$ cat src/rtl/core/irue_pkg.sv
// ----------------------------------------------------------------------------
// irue_pkg
// Shared types, constants and helper functions for the ident reply
// user extractor.
// ----------------------------------------------------------------------------
package irue_pkg;

    localparam int MAX_NAME_CHARS = 10;
    localparam int MAX_MSG_BYTES  = 512;

    localparam int CHARS_W = 4;
    localparam int BCNT_W  = 10;

    localparam int FIFO_DEPTH = 4;
    localparam int PTR_W      = $clog2(FIFO_DEPTH);
    localparam int FCNT_W     = $clog2(FIFO_DEPTH + 1);

    localparam logic ITEM_NAME    = 1'b0;
    localparam logic ITEM_VERDICT = 1'b1;
    localparam logic VERDICT_OK   = 1'b0;
    localparam logic VERDICT_BAD  = 1'b1;

    localparam logic [7:0] CH_NUL   = 8'h00;
    localparam logic [7:0] CH_SPACE = 8'h20;
    localparam logic [7:0] CH_TAB   = 8'h09;
    localparam logic [7:0] CH_CR    = 8'h0D;
    localparam logic [7:0] CH_PLUS  = 8'h2B;
    localparam logic [7:0] CH_COMMA = 8'h2C;
    localparam logic [7:0] CH_MINUS = 8'h2D;
    localparam logic [7:0] CH_ZERO  = 8'h30;
    localparam logic [7:0] CH_NINE  = 8'h39;
    localparam logic [7:0] CH_COLON = 8'h3A;
    localparam logic [7:0] CH_AT    = 8'h40;
    localparam logic [7:0] CH_LBRK  = 8'h5B;
    localparam logic [7:0] CH_CARET = 8'h5E;
    localparam logic [7:0] CH_TILDE = 8'h7E;

    localparam logic [2:0] KW_LAST = 3'd5;

    typedef enum logic [1:0] {
        FP_PORTS,
        FP_KEYWORD,
        FP_OS,
        FP_NAME
    } field_phase_t;

    typedef enum logic [1:0] {
        PP_SKIP,
        PP_DIGITS,
        PP_DONE
    } port_phase_t;

    typedef struct packed {
        port_phase_t phase;
        logic        nonzero;
    } port_state_t;

    typedef struct packed {
        logic       item_kind;
        logic [7:0] name_char;
        logic       verdict;
        logic       final_item;
    } out_item_t;

    typedef struct packed {
        logic      char_valid;
        out_item_t char_item;
        logic      verdict_valid;
        out_item_t verdict_item;
    } push_t;

    function automatic logic is_ws(input logic [7:0] c);
        return (c == CH_SPACE) || ((c >= CH_TAB) && (c <= CH_CR));
    endfunction

    function automatic logic is_digit(input logic [7:0] c);
        return (c >= CH_ZERO) && (c <= CH_NINE);
    endfunction

    // "USERID"; codes past the end wrap like the position modulo six
    function automatic logic [7:0] kw_char(input logic [2:0] pos);
        logic [7:0] r;
        case (pos)
            3'd0:    r = 8'h55;
            3'd1:    r = 8'h53;
            3'd2:    r = 8'h45;
            3'd3:    r = 8'h52;
            3'd4:    r = 8'h49;
            3'd5:    r = 8'h44;
            3'd6:    r = 8'h55;
            default: r = 8'h53;
        endcase
        return r;
    endfunction

    // atoi-style scan: skip whitespace, optional sign, digit run
    function automatic port_state_t port_feed(input port_state_t s, input logic [7:0] c);
        port_state_t r;
        r = s;
        case (s.phase)
            PP_SKIP:
            begin
                if (!is_ws(c))
                begin
                    if ((c == CH_PLUS) || (c == CH_MINUS))
                    begin
                        r.phase = PP_DIGITS;
                    end
                    else if (is_digit(c))
                    begin
                        if (c != CH_ZERO)
                        begin
                            r.nonzero = 1'b1;
                        end
                        r.phase = PP_DIGITS;
                    end
                    else
                    begin
                        r.phase = PP_DONE;
                    end
                end
            end
            PP_DIGITS:
            begin
                if (is_digit(c))
                begin
                    if (c != CH_ZERO)
                    begin
                        r.nonzero = 1'b1;
                    end
                end
                else
                begin
                    r.phase = PP_DONE;
                end
            end
            default:
            begin
                r = s;
            end
        endcase
        return r;
    endfunction

endpackage

$ cat src/rtl/core/irue_parser.sv
// ----------------------------------------------------------------------------
// irue_parser
// Reply field tracker: consumes one registered byte per advance and
// produces up to two result words (name character, then verdict).
// ----------------------------------------------------------------------------
module irue_parser (
    input  logic              clk,
    input  logic              rst_n,
    input  logic              adv,
    input  logic [7:0]        rx_byte_q,
    input  logic              last_q,
    output irue_pkg::push_t   push
);
    import irue_pkg::*;

    field_phase_t         field_phase_reg,   field_phase_upd;
    logic                 comma_seen_reg,    comma_seen_upd;
    port_state_t          port1_reg,         port1_upd;
    port_state_t          port2_reg,         port2_upd;
    logic [2:0]           kw_pos_reg,        kw_pos_upd;
    logic                 kw_found_reg,      kw_found_upd;
    logic                 lead_skip_reg,     lead_skip_upd;
    logic [CHARS_W-1:0]   chars_left_reg,    chars_left_upd;
    logic                 name_stopped_reg,  name_stopped_upd;
    logic                 text_ended_reg,    text_ended_upd;
    logic [BCNT_W-1:0]    byte_count_reg,    byte_count_upd;

    logic                 byte_live;
    logic                 reply_ok_now;
    logic                 reply_ok_upd;
    logic                 name_take;
    logic                 char_emit;

    assign byte_live    = (byte_count_reg < BCNT_W'(MAX_MSG_BYTES)) && !text_ended_reg;
    assign reply_ok_now = (field_phase_reg == FP_NAME) && comma_seen_reg &&
                          port1_reg.nonzero && port2_reg.nonzero && kw_found_reg;

    // next state for one byte, before the end-of-reply reset
    always_comb
    begin
        field_phase_upd  = field_phase_reg;
        comma_seen_upd   = comma_seen_reg;
        port1_upd        = port1_reg;
        port2_upd        = port2_reg;
        kw_pos_upd       = kw_pos_reg;
        kw_found_upd     = kw_found_reg;
        lead_skip_upd    = lead_skip_reg;
        chars_left_upd   = chars_left_reg;
        name_stopped_upd = name_stopped_reg;
        text_ended_upd   = text_ended_reg;
        byte_count_upd   = byte_count_reg;
        name_take        = 1'b0;
        char_emit        = 1'b0;

        if (byte_live)
        begin
            byte_count_upd = byte_count_reg + BCNT_W'(1);
            if (rx_byte_q == CH_NUL)
            begin
                text_ended_upd = 1'b1;
            end
            else
            begin
                case (field_phase_reg)
                    FP_PORTS:
                    begin
                        if (rx_byte_q == CH_COLON)
                        begin
                            field_phase_upd = FP_KEYWORD;
                        end
                        else if (!comma_seen_reg)
                        begin
                            if (rx_byte_q == CH_COMMA)
                            begin
                                comma_seen_upd = 1'b1;
                            end
                            else
                            begin
                                port1_upd = port_feed(port1_reg, rx_byte_q);
                            end
                        end
                        else
                        begin
                            port2_upd = port_feed(port2_reg, rx_byte_q);
                        end
                    end
                    FP_KEYWORD:
                    begin
                        if (rx_byte_q == CH_COLON)
                        begin
                            field_phase_upd = FP_OS;
                        end
                        else if (rx_byte_q == kw_char(kw_pos_reg))
                        begin
                            if (kw_pos_reg == KW_LAST)
                            begin
                                kw_found_upd = 1'b1;
                                kw_pos_upd   = 3'd0;
                            end
                            else
                            begin
                                kw_pos_upd = kw_pos_reg + 3'd1;
                            end
                        end
                        else
                        begin
                            kw_pos_upd = (rx_byte_q == kw_char(3'd0)) ? 3'd1 : 3'd0;
                        end
                    end
                    FP_OS:
                    begin
                        if (rx_byte_q == CH_COLON)
                        begin
                            field_phase_upd = FP_NAME;
                        end
                    end
                    default:
                    begin
                        if (reply_ok_now && !name_stopped_reg &&
                            (chars_left_reg != '0))
                        begin
                            name_take = 1'b1;
                            if (lead_skip_reg)
                            begin
                                if ((rx_byte_q == CH_TILDE) || (rx_byte_q == CH_CARET))
                                begin
                                    name_take = 1'b0;
                                end
                                else
                                begin
                                    lead_skip_upd = 1'b0;
                                end
                            end
                            if (name_take)
                            begin
                                if (rx_byte_q == CH_AT)
                                begin
                                    name_stopped_upd = 1'b1;
                                end
                                else if (!is_ws(rx_byte_q) && (rx_byte_q != CH_COLON) &&
                                         (rx_byte_q != CH_LBRK))
                                begin
                                    char_emit      = 1'b1;
                                    chars_left_upd = chars_left_reg - CHARS_W'(1);
                                end
                            end
                        end
                    end
                endcase
            end
        end
    end

    assign reply_ok_upd = (field_phase_upd == FP_NAME) && comma_seen_upd &&
                          port1_upd.nonzero && port2_upd.nonzero && kw_found_upd;

    // result words
    always_comb
    begin
        push.char_valid              = adv && char_emit;
        push.char_item.item_kind     = ITEM_NAME;
        push.char_item.name_char     = rx_byte_q;
        push.char_item.verdict       = VERDICT_OK;
        push.char_item.final_item    = 1'b0;
        push.verdict_valid           = adv && last_q;
        push.verdict_item.item_kind  = ITEM_VERDICT;
        push.verdict_item.name_char  = 8'h00;
        push.verdict_item.verdict    = reply_ok_upd ? VERDICT_OK : VERDICT_BAD;
        push.verdict_item.final_item = 1'b1;
    end

    always_ff @(posedge clk or negedge rst_n)
    begin
        if (!rst_n)
        begin
            field_phase_reg  <= FP_PORTS;
            comma_seen_reg   <= 1'b0;
            port1_reg        <= '{phase: PP_SKIP, nonzero: 1'b0};
            port2_reg        <= '{phase: PP_SKIP, nonzero: 1'b0};
            kw_pos_reg       <= 3'd0;
            kw_found_reg     <= 1'b0;
            lead_skip_reg    <= 1'b1;
            chars_left_reg   <= CHARS_W'(MAX_NAME_CHARS);
            name_stopped_reg <= 1'b0;
            text_ended_reg   <= 1'b0;
            byte_count_reg   <= '0;
        end
        else if (adv)
        begin
            if (last_q)
            begin
                // reply closed: back to the start state
                field_phase_reg  <= FP_PORTS;
                comma_seen_reg   <= 1'b0;
                port1_reg        <= '{phase: PP_SKIP, nonzero: 1'b0};
                port2_reg        <= '{phase: PP_SKIP, nonzero: 1'b0};
                kw_pos_reg       <= 3'd0;
                kw_found_reg     <= 1'b0;
                lead_skip_reg    <= 1'b1;
                chars_left_reg   <= CHARS_W'(MAX_NAME_CHARS);
                name_stopped_reg <= 1'b0;
                text_ended_reg   <= 1'b0;
                byte_count_reg   <= '0;
            end
            else
            begin
                field_phase_reg  <= field_phase_upd;
                comma_seen_reg   <= comma_seen_upd;
                port1_reg        <= port1_upd;
                port2_reg        <= port2_upd;
                kw_pos_reg       <= kw_pos_upd;
                kw_found_reg     <= kw_found_upd;
                lead_skip_reg    <= lead_skip_upd;
                chars_left_reg   <= chars_left_upd;
                name_stopped_reg <= name_stopped_upd;
                text_ended_reg   <= text_ended_upd;
                byte_count_reg   <= byte_count_upd;
            end
        end
    end

`ifndef SYNTH
    a_verdict_resets: assert property (@(posedge clk) disable iff (!rst_n)
        push.verdict_valid |=> (field_phase_reg == FP_PORTS) && (byte_count_reg == '0) &&
                               (chars_left_reg == CHARS_W'(MAX_NAME_CHARS)))
        else $error("parser state not cleared after verdict");

    a_char_needs_valid_reply: assert property (@(posedge clk) disable iff (!rst_n)
        push.char_valid |-> (field_phase_reg == FP_NAME) && comma_seen_reg &&
                            kw_found_reg && port1_reg.nonzero && port2_reg.nonzero)
        else $error("name character emitted for a reply that is not valid");

    a_chars_bounded: assert property (@(posedge clk) disable iff (!rst_n)
        push.char_valid |=> (chars_left_reg < CHARS_W'(MAX_NAME_CHARS)) || push.verdict_valid
                            || $past(last_q))
        else $error("name character not counted");
`endif

endmodule

$ cat src/rtl/core/irue_out_fifo.sv
// ----------------------------------------------------------------------------
// irue_out_fifo
// Small result queue: takes up to two words per cycle, hands out one unless out_stall is high.
// ----------------------------------------------------------------------------
module irue_out_fifo (
    input  logic                clk,
    input  logic                rst_n,
    input  irue_pkg::push_t     push,
    input  logic                out_stall,
    output logic                out_valid,
    output irue_pkg::out_item_t head,
    output logic                room
);
    import irue_pkg::*;

    out_item_t          entry_reg [FIFO_DEPTH];
    logic [PTR_W-1:0]   wr_ptr_reg, wr_ptr_next;
    logic [PTR_W-1:0]   rd_ptr_reg, rd_ptr_next;
    logic [FCNT_W-1:0]  count_reg,  count_next;
    logic [1:0]         push_cnt;
    logic               pop;
    logic [PTR_W-1:0]   verdict_ptr;

    assign out_valid   = (count_reg != '0);
    assign head        = entry_reg[rd_ptr_reg];
    assign pop         = out_valid && !out_stall;
    assign room        = (count_reg <= FCNT_W'(FIFO_DEPTH - 2));
    assign push_cnt    = {1'b0, push.char_valid} + {1'b0, push.verdict_valid};
    assign verdict_ptr = push.char_valid ? (wr_ptr_reg + PTR_W'(1)) : wr_ptr_reg;

    always_comb
    begin
        wr_ptr_next = wr_ptr_reg + PTR_W'(push_cnt);
        rd_ptr_next = rd_ptr_reg + PTR_W'(pop);
        count_next  = count_reg + FCNT_W'(push_cnt) - FCNT_W'(pop);
    end

    always_ff @(posedge clk)
    begin
        if (push.char_valid)
        begin
            entry_reg[wr_ptr_reg] <= push.char_item;
        end
        if (push.verdict_valid)
        begin
            entry_reg[verdict_ptr] <= push.verdict_item;
        end
    end

    always_ff @(posedge clk or negedge rst_n)
    begin
        if (!rst_n)
        begin
            wr_ptr_reg <= '0;
            rd_ptr_reg <= '0;
            count_reg  <= '0;
        end
        else
        begin
            wr_ptr_reg <= wr_ptr_next;
            rd_ptr_reg <= rd_ptr_next;
            count_reg  <= count_next;
        end
    end

`ifndef SYNTH
    a_no_overflow: assert property (@(posedge clk) disable iff (!rst_n)
        (push_cnt != 2'd0) |-> (count_reg <= FCNT_W'(FIFO_DEPTH - 2)))
        else $error("result queue written without room");

    a_count_bound: assert property (@(posedge clk) disable iff (!rst_n)
        count_reg <= FCNT_W'(FIFO_DEPTH))
        else $error("result queue count out of range");

    a_pair_order: assert property (@(posedge clk) disable iff (!rst_n)
        (push_cnt == 2'd2) |-> (push.char_item.item_kind == ITEM_NAME) &&
                               (push.verdict_item.item_kind == ITEM_VERDICT))
        else $error("name and verdict words out of order");
`endif

endmodule

$ cat src/rtl/core/ident_reply_user_extractor_unit.sv
// ----------------------------------------------------------------------------
// ident_reply_user_extractor_unit
// Byte-serial ident reply parser that emits the user name and a verdict.
// ----------------------------------------------------------------------------
// Input channel (in_valid/in_stall): one reply byte per word, end_of_reply
// set on the last byte of a reply. Output channel (out_valid/out_stall):
// result words, either a kept user name character (item_kind 0) or the
// closing verdict (item_kind 1, final_item 1, verdict 0 = valid reply).
// A byte is taken into an input register, parsed from there once the
// queue has room, and its words pushed into a four-word result queue.
// Throughput is one byte per cycle while the queue has room; a final
// byte that also yields a name character gives two words, and the
// single output port then sets the pace. The input stalls while a byte
// waits in the input register and the queue holds more than two words.
// Reset clears the parser to the start of a reply and empties the queue.
// While the receiver stalls, the head word stays on the outputs and the
// queue fills until the input stalls in turn; no word is dropped.
// ----------------------------------------------------------------------------
module ident_reply_user_extractor_unit (
    input  logic       clk,
    input  logic       rst_n,
    input  logic       in_valid,
    output logic       in_stall,
    input  logic [7:0] rx_byte,
    input  logic       end_of_reply,
    output logic       out_valid,
    input  logic       out_stall,
    output logic       item_kind,
    output logic [7:0] name_char,
    output logic       verdict,
    output logic       final_item
);
    import irue_pkg::*;

    logic       s1_valid_reg, s1_valid_next;
    logic [7:0] s1_byte_reg;
    logic       s1_last_reg;
    logic       in_accept;
    logic       adv;
    logic       room;
    push_t      push;
    out_item_t  head;

    assign adv       = s1_valid_reg && room;
    assign in_stall  = s1_valid_reg && !room;
    assign in_accept = in_valid && !in_stall;

    always_comb
    begin
        if (in_accept)
        begin
            s1_valid_next = 1'b1;
        end
        else if (adv)
        begin
            s1_valid_next = 1'b0;
        end
        else
        begin
            s1_valid_next = s1_valid_reg;
        end
    end

    always_ff @(posedge clk or negedge rst_n)
    begin
        if (!rst_n)
        begin
            s1_valid_reg <= 1'b0;
        end
        else
        begin
            s1_valid_reg <= s1_valid_next;
        end
    end

    always_ff @(posedge clk)
    begin
        if (in_accept)
        begin
            s1_byte_reg <= rx_byte;
            s1_last_reg <= end_of_reply;
        end
    end

    irue_parser u_parser (
        .clk       (clk),
        .rst_n     (rst_n),
        .adv       (adv),
        .rx_byte_q (s1_byte_reg),
        .last_q    (s1_last_reg),
        .push      (push)
    );

    irue_out_fifo u_out_fifo (
        .clk       (clk),
        .rst_n     (rst_n),
        .push      (push),
        .out_stall (out_stall),
        .out_valid (out_valid),
        .head      (head),
        .room      (room)
    );

    assign item_kind  = head.item_kind;
    assign name_char  = head.name_char;
    assign verdict    = head.verdict;
    assign final_item = head.final_item;

endmodule
$ cat config.mk
export PLATFORM = sky130hd
export DESIGN_NAME = ident_reply_user_extractor_unit
export DESIGN_NICKNAME = d
export VERILOG_FILES = /design/src/rtl/core/irue_pkg.sv /design/src/rtl/core/irue_parser.sv /design/src/rtl/core/irue_out_fifo.sv /design/src/rtl/core/ident_reply_user_extractor_unit.sv
export SDC_FILE = /design/constraint.sdc
export NUM_CORES = 1
export LEC_CHECK = 0
export BUFFER_PORTS_ARGS = -buffer_cell sky130_fd_sc_hd__buf_2
export CORE_ASPECT_RATIO = 1.75
export CORE_UTILIZATION = 45
export CTS_CLUSTER_SIZE = 25
export DETAILED_ROUTE_END_ITERATION = 8
export GPL_ROUTABILITY_DRIVEN = 0
export SLEW_MARGIN = 30
export SYNTH_ARGS = -nofsm -noshare
export SYNTH_HDL_FRONTEND = slang
export SYNTH_SLANG_ARGS = --single-unit
$ cat constraint.sdc
create_clock -name clk -period 3.5 [get_ports clk]
set_input_delay 0.175 -clock clk [delete_from_list [all_inputs] [get_ports clk]]
set_output_delay 0.175 -clock clk [all_outputs]
set_load 0.05 [all_outputs]
==> reports/results.txt, run 1 <==
Outcome = completed
Placement Rows = 48
TritonCTS clock tree = done
Initial drt markers = 136
Via count = 3,395
Dominant synthesized flop cell = dfxtp_1
Wire per inst = 18.2 microns
Required @ worst endpoint = 3.76 ns
Largest family of logic cells by synthesized area = simple AND/OR/NAND/NOR gates
Layout cells sized above 1 = 0.178
Clock sink count = 87
Gr usage total = 0.221
Crit end category = register
Io pins = 26
Peak VDD IR = 0.432 mV
Worst Hold Launch = end_of_reply
Compound-Gate Fraction of Synth Area = 0.172
Mapped Area = 4550 sq um
Buffers added on ports = 25
Final antenna-violating net count = 0
Gr ovfl total = 0
CTS Hold Bufs = 1
Period minus WS final = 3.25 ns
First-pass GRT wire length = 17.6 mm
Max FO, Critical Path = 13
Syn avg cell area = 10.6 sq um
Die W = 78.0 microns
Hold Path Class = input pin to register
Syn Inst Count = 429
DR vias/cell = 5.85
Sequential Area = 2070 sq um
Final hold violations = 0
# nets final = 478
Final setup viols = 0
DR DRC count = 0
Clock Pin Slew Worst Setup and Hold Paths = 0.06 ns
Fillers = 916
CP arrival = 3.51 ns
TritonRoute pass-1 iters = 4
Core area = 9850 sq um
Area grow syn2layout = 10.9%
Final Core Density = 0.513
Cts bufs inserted = 9
PwrDens = 642 nW/um^2
Slew HR = 0.541
Synth Area in XOR/XNOR = 0.0327
Antenna Diode Count = 0
Skew-Pair Late Insertion Delay = 0.33 ns
Least-Margin Pin Slew = 0.688 ns
CTS max path bufs = 2
Final max-slew violation count = 0
Post-Route WL = 10.6 mm
Syn nets = 457
#FFs+latches synth = 87
Final setup TNS = 0 ns
P_leak = 2.15 nW
Initial core utilization = 0.462
Pin count of the biggest net entering global routing = 39
Max-cap violations = 0
Die boundary height = 135 microns
Adder-cell share of the synthesized area = 0.0429
RSZ-0062 raised after global routing = no
Postcts setup bufs = 0
Hpwl dp = 8.15 mm
CTS resizes = 0
Die Area = 10,500 sq um
Area occupied by multi-input gates = 2230 sq um
Peak Freq = 0.307 GHz
Worst R2R Start = s1_byte_reg[5]$_DFFE_PP_
Unique masters post-synth = 65
Sequential share of the synthesized area = 0.454
Simple-gate share of the synthesized area = 0.174
Setup Skew = 0.00416 ns
Synth async-reset ratio = 0.437
EDFF count, synth = 13
Worst setup startpoint = s1_byte_reg[5]$_DFFE_PP_
Max reg flops = 40
H-tree levels = 3
Mux cell area share after synthesis = 0.0687
Number of global-route vias before repair = 3,517
Final period utilization = 0.929
Root buffer cell = clkbuf_16
CP startpoint kind = register
Yosys warnings = 0
Initial antenna violation count = 0
Worst setup path category = register to register
==> through the flow <==
step | worst slack, ns | total power, mW | instance area [sq um] | instances | hold slack, ns
2_1_floorplan | 0.230 | 2.10 | 4550 | 429 | -0.121
3_3_place_gp | 0.352 | 2.39 | 4770 | 563 | 0.341
3_5_place_dp | 0.257 | 2.42 | 4770 | 563 | 0.342
4_1_cts | 0.249 | 3.28 | 5050 | 580 | 0.00668
5_1_grt | 0.00459 | 3.44 | 5050 | 580 | 0.00478
6_report | 0.248 | 3.24 | 5050 | 580 | 0.0164
==> synth_stat cells (4+ instances only) <==
cell type	count	share of area
nand3_1	13	0.014
a22o_1	33	0.063
a21oi_1	16	0.018
xnor2_1	12	0.023
edfxtp_1	13	0.086
ha_1	14	0.038
nand4_1	7	0.0096
or3_1	9	0.012
inv_1	26	0.021
xor2_1	5	0.0096
o22ai_4	4	0.018
nand2_1	13	0.011
nand2b_1	6	0.0082
nor2_1	32	0.026
a31oi_1	6	0.0082
mux4_2	10	0.049
nor4_1	4	0.0055
clkbuf_1	19	0.016
nor3_1	17	0.019
dfxtp_1	36	0.16
mux2i_1	5	0.011
and3_1	7	0.0096
o21a_1	4	0.0066
dfrtp_1	35	0.19
or4_1	5	0.0082
o21ai_0	5	0.0055
or2_2	4	0.0055
nor2b_1	5	0.0069
and2_1	5	0.0069
==> final cells by class <==
type,instances,share of cell area
repair buffers,38,0.0451
well taps,125,0.0310
inverters,27,0.0201
clock buffers,15,0.0511
flip-flops and latches,87,0.409
multi-input cells,287,0.443
clock inverters,1,0.000991
==> cell usage in the layout, fill, tap and decap left out, types with 4 or more instances in the layout <==
master	count
mux2i_1	5
a21oi_1	16
and2_1	5
nand2_1	13
a22o_1	33
or3_1	9
o22ai_4	4
or4_1	5
nand4_1	7
nor2_1	32
or2_2	4
buf_2	24
dfxtp_1	36
nand3_1	13
ha_1	14
xnor2_1	12
edfxtp_1	13
nor4_1	4
inv_1	26
buf_4	13
nand2b_1	6
mux4_2	10
xor2_1	5
nor3_1	17
clkbuf_16	9
dfrtp_1	35
o21a_1	4
and3_1	7
nor2b_1	5
clkbuf_1	5
a31oi_1	6
o21ai_0	5
==> cell families after synthesis <==
kind of cell,Yosys count
AND/OR/NAND/NOR,141
buffers and inverters,55
flip-flops,87
adder cells (fa/ha/maj),15
AO/OA/AOI/OAI,96
XOR/XNOR,17
multiplexers,18
==> critical path, stage by stage, from the launching register on <==
cell       delay, ns
edfxtp_1        0.51
or3_1           0.50
a2111oi_2       0.56
nor4_4          0.11
and3_4          0.25
ha_1            0.34
ha_1            0.20
fa_1            0.38
xnor2_1         0.20
xnor2_1         0.14
==> power by group <==
| part | switching (mW) | leakage, nW | internal, mW |
|---|---|---|---|
| combinational | 0.604 | 1.11 | 0.408 |
| clock | 0.357 | 0.128 | 0.501 |
| sequential | 0.204 | 0.907 | 1.17 |
| total | 1.17 | 2.15 | 2.08 |
==> path summary, 6_finish.rpt <==
kind	endpoint	slack, ns	depth (start not counted)
worst min-delay path	s1_last_reg$_DFFE_PP_	0.02	1
min in group asynchronous	u_parser.byte_count_reg[0]$_DFFE_PN0P_	0.34	2
worst max register to register	u_out_fifo.count_reg[2]$_DFF_PN0_	0.25	9
max in group asynchronous	u_parser.lead_skip_reg$_DFFE_PN1P_	2.78	2
worst max-delay path	u_out_fifo.count_reg[2]$_DFF_PN0_	0.25	9
worst min register to register	u_out_fifo.entry_reg[1][0]$_SDFFE_PP1P_	0.45	2
==> layer usage <==
layer  up-vias  wire length, microns  global-route usage
li1       1624                     -                   -
met1      1684                  4150               0.229
met2        61                  5740               0.403
met3        26                   258              0.0372
met4         0                   406               0.144
met5         -                     0                   0
Power figures use the tool's default switching activity.
==> run 2: changes to the inputs <==
--- a/config.mk
+++ b/config.mk
@@ -5,6 +5,7 @@
 export SDC_FILE = /design/constraint.sdc
 export NUM_CORES = 1
 export LEC_CHECK = 0
+export ABC_AREA = 1
 export BUFFER_PORTS_ARGS = -buffer_cell sky130_fd_sc_hd__buf_2
 export CORE_ASPECT_RATIO = 1.75
 export CORE_UTILIZATION = 45
==> run 2 against run 1 <==
Against the previous run: the flow now finishes with violations (design-rule violations); non-clock buffer count decreased by 3; cell count increased by 54%; register-to-register slack improved by 0.29 ns; clock skew increased by 0.0052 ns; combinational power rose by 85%; clock-buffer cell count is 1 higher; utilization shrank 0.74 points; cell area grew 16%; clock power is 12% higher; via count rose by 37%; highest routed layer unchanged.
==> reports/results.txt, run 2 <==
Outcome = finished, violations left
Failing checks = design-rule violations
Logic pwr share = 0.443 (+0.131)
# nets final = 780 (+63%)
Max FO, Critical Path = 4 (-9)
#FFs+latches synth = 87 (unchanged)
Cell repeated most along the worst path = inv_1
Period minus WS final = 2.96 ns (-0.292 ns)
Initial core utilization = 0.460 (-0.00201)
RSZ-0062 raised after global routing = no
Mapped Area = 5330 sq um (+17%)
Peak VDD IR = 0.325 mV (-25%)
Sequential share of power = 0.329 (-0.094)
P_leak = 2.80 nW (+30%)
R2r worst-path depth = 16 (+7)
Die Area = 12,300 sq um (+17%)
Initial antenna violation count = 0 (unchanged)
Max-cap violations = 0 (unchanged)
Worst setup margin = 0.539 ns (+0.292 ns)
Number of global-route vias before repair = 4,619 (+31%)
Initial drt markers = 239 (+76%)
Final setup TNS = 0 ns (unchanged)
Layout cells sized above 1 = 0.152 (-0.0261)
Least-Margin Pin Slew = 0.759 ns (+0.0715 ns)
Hold Path Class = input pin to register
Area grow syn2layout = 9.79%
CP arrival = 3.22 ns (-0.29 ns)
Setup Skew = 0.00935 ns (+0.00519 ns)
Cell depth of the worst hold path = 1 (unchanged)
Final max-slew violation count = 0 (unchanged)
Max reg flops = 40 (unchanged)
DR DRC count = 8 (+8)
Syn Inst Count = 729 (+70%)
Top cells by count, synth = nand2_1, inv_1, nor2_1
Buffers added on ports = 25 (unchanged)
Die boundary height = 146 microns (+8.1%)
Io pins = 26 (unchanged)
Synth async-reset ratio = 0.437 (unchanged)
Placement Setup Slack = 0.536 ns (+0.279 ns)
Yosys warnings = 0 (unchanged)
Die W = 84.3 microns (+8.0%)
Cts bufs inserted = 9 (unchanged)
Final period utilization = 0.846 (-0.0833)
Worst path max stage delay = 0.51 ns (-0.05 ns)
Slew HR = 0.492 (-0.0496)
Power Internal = 2.25 mW (+8.3%)
Switching Share = 0.465 (+0.106)
Sequential share of the synthesized area = 0.388 (-0.0662)
Share of total power in the clock network = 0.227 (-0.037)
CTS resizes = 0 (unchanged)
Crit-path slowest cell = dfstp_2
EDFF count, synth = 13 (unchanged)
Top cells by area, synth = dfrtp_1, dfxtp_1, nand2_1
Final antenna-violating net count = 0 (unchanged)
Synth area leader = dfrtp_1
DR vias/cell = 5.22 (-11%)
TritonRoute pass-1 iters = 7 (+3)
Final hold violations = 0 (unchanged)
Syn avg cell area = 7.31 sq um (-31%)
Gr ovfl total = 0 (unchanged)
Skew-Pair Late Insertion Delay = 0.34 ns (about the same)
Unique masters post-synth = 47 (-28%)
Worst setup path category = register to register
Worst path cell trace = inv_1 -> ha_1 -> nand3_1 -> nand2_1 -> nor2_2 -> inv_1 -> nor3_4 -> nand2_4 -> inv_1 -> ha_1 -> inv_1 -> ha_1 -> inv_1 -> fa_1 -> xnor2_1 -> xor2_1
Via count = 4,660 (+37%)
Net Sw Power = 1.96 mW (+68%)
Wire per inst = 15.4 microns (-16%)
Required @ worst endpoint = 3.76 ns (about the same)
Antenna Diode Count = 0 (unchanged)
Pin count of the biggest net entering global routing = 39 (unchanged)
Commonest non-fill, non-tap cell in the layout = nand2_1
Crit end category = register
Peak Freq = 0.338 GHz (+9.8%)
Post-Route WL = 13.7 mm (+30%)
Clock Pin Slew Worst Setup and Hold Paths = 0.07 ns (about the same)
Dominant synthesized flop cell = dfxtp_1
H-tree levels = 3 (unchanged)
Core area = 11,600 sq um (+18%)
Total power = 4.21 mW (+30%)
First-pass GRT wire length = 22.5 mm (+28%)
Most frequent cells in the layout = nand2_1, inv_1, nor2_1, o21ai_0, dfxtp_1
Syn nets = 757 (+66%)
Final Core Density = 0.505 (-0.00739)
Yosys top cell area share = 0.164 (-0.0281)
CP startpoint kind = register
TritonCTS clock tree = done
PwrDens = 719 nW/um^2 (+12%)
CTS max path bufs = 2 (unchanged)
Gr usage total = 0.237 (+0.0161)
Most numerous cell in the Yosys netlist = nand2_1
Hpwl dp = 10.7 mm (+32%)
Root buffer cell = clkbuf_16
Clock sink count = 87 (unchanged)
Placement Rows = 52 (+8.3%)
Final setup viols = 0 (unchanged)
## run 2: changes by cell type after synthesis, moves of 11 or more
cell and delta:
nand2_1 +153, inv_1 +75, nor2_1 +63, o21ai_0 +62, a22o_1 -33, nor2_2 +21, nand3_1 +17, o21ai_1 +17
inv_2 +11, nor3_1 -11
## run 2: final timing paths
path                                                         start  slack [ns]                                       to
setup / recovery            u_parser.chars_left_reg[1]$_DFFE_PN1P_        0.54        u_out_fifo.count_reg[2]$_DFF_PN0_
hold / removal                                        end_of_reply        0.01                    s1_last_reg$_DFFE_PP_
setup reg to reg            u_parser.chars_left_reg[1]$_DFFE_PN1P_        0.54        u_out_fifo.count_reg[2]$_DFF_PN0_
hold reg to reg            u_out_fifo.entry_reg[3][0]$_SDFFE_PP1P_        0.47  u_out_fifo.entry_reg[3][0]$_SDFFE_PP1P_
max in group asynchronous                                    rst_n        2.79       u_parser.lead_skip_reg$_DFFE_PN1P_
min in group asynchronous                                    rst_n        0.33   u_parser.chars_left_reg[0]$_DFFE_PN0P_
## run 2: what timing repair did
| action | CTS | global route |
|---|---|---|
| setup buffers | 0 | 0 |
| hold buffers | 2 | 1 |
| hold endpoints to repair | 15 | 1 |
## run 2: area by class of cell
cell class	count	area [sq um]
multi-input combinational	504	2670
timing repair buffer	35	210
inverter	115	444
tap	135	169
clock buffer	16	293
sequential	87	2070
fill	1157	5730
## run 2: power by group through the flow
stage	registers [mW]	clock network (mW)	logic (mW)
3_3_place_gp	1.40	0	1.85
6_report	1.38	0.957	1.87
3_5_place_dp	1.40	0	1.88
5_1_grt	1.41	1.02	2.06
2_1_floorplan	1.31	0	1.48
4_1_cts	1.38	0.973	1.88
## run 2: cell families (layout without fill, tap and decap cells)
family | Yosys count | count (layout) | share of synthesized area
compound gates | 122 | 122 | 0.123
xor+xnor | 7 | 7 | 0.0115
fa+ha+maj | 15 | 15 | 0.0366
buf+inv | 138 | 166 | 0.112
flops | 87 | 87 | 0.388
simple gates | 360 | 360 | 0.330
## run 2: metal layers
layer,track usage,vias to the layer above,wire (microns)
li1,-,2359,-
met1,0.238,2151,5150
met2,0.443,110,7470
met3,0.0386,40,383
met4,0.150,0,703
met5,0,-,0
## run 2: stage by stage
step	hold WS (ns)	cell area, sq um	cells
finish	0.0121	5850	892
global route	0.00508	5850	892
CTS	0.00181	5840	891
detailed placement	0.353	5530	873
global placement	0.343	5530	873
floorplan	-0.121	5330	729
## run 2: worst max-delay path, delay by kind of cell (launching register included)
family	cells	cell delay, ns
xor+xnor	2	0.36
fa+ha+maj	4	1.05
buf+inv	5	0.31
flops	1	0.51
simple gates	5	0.63
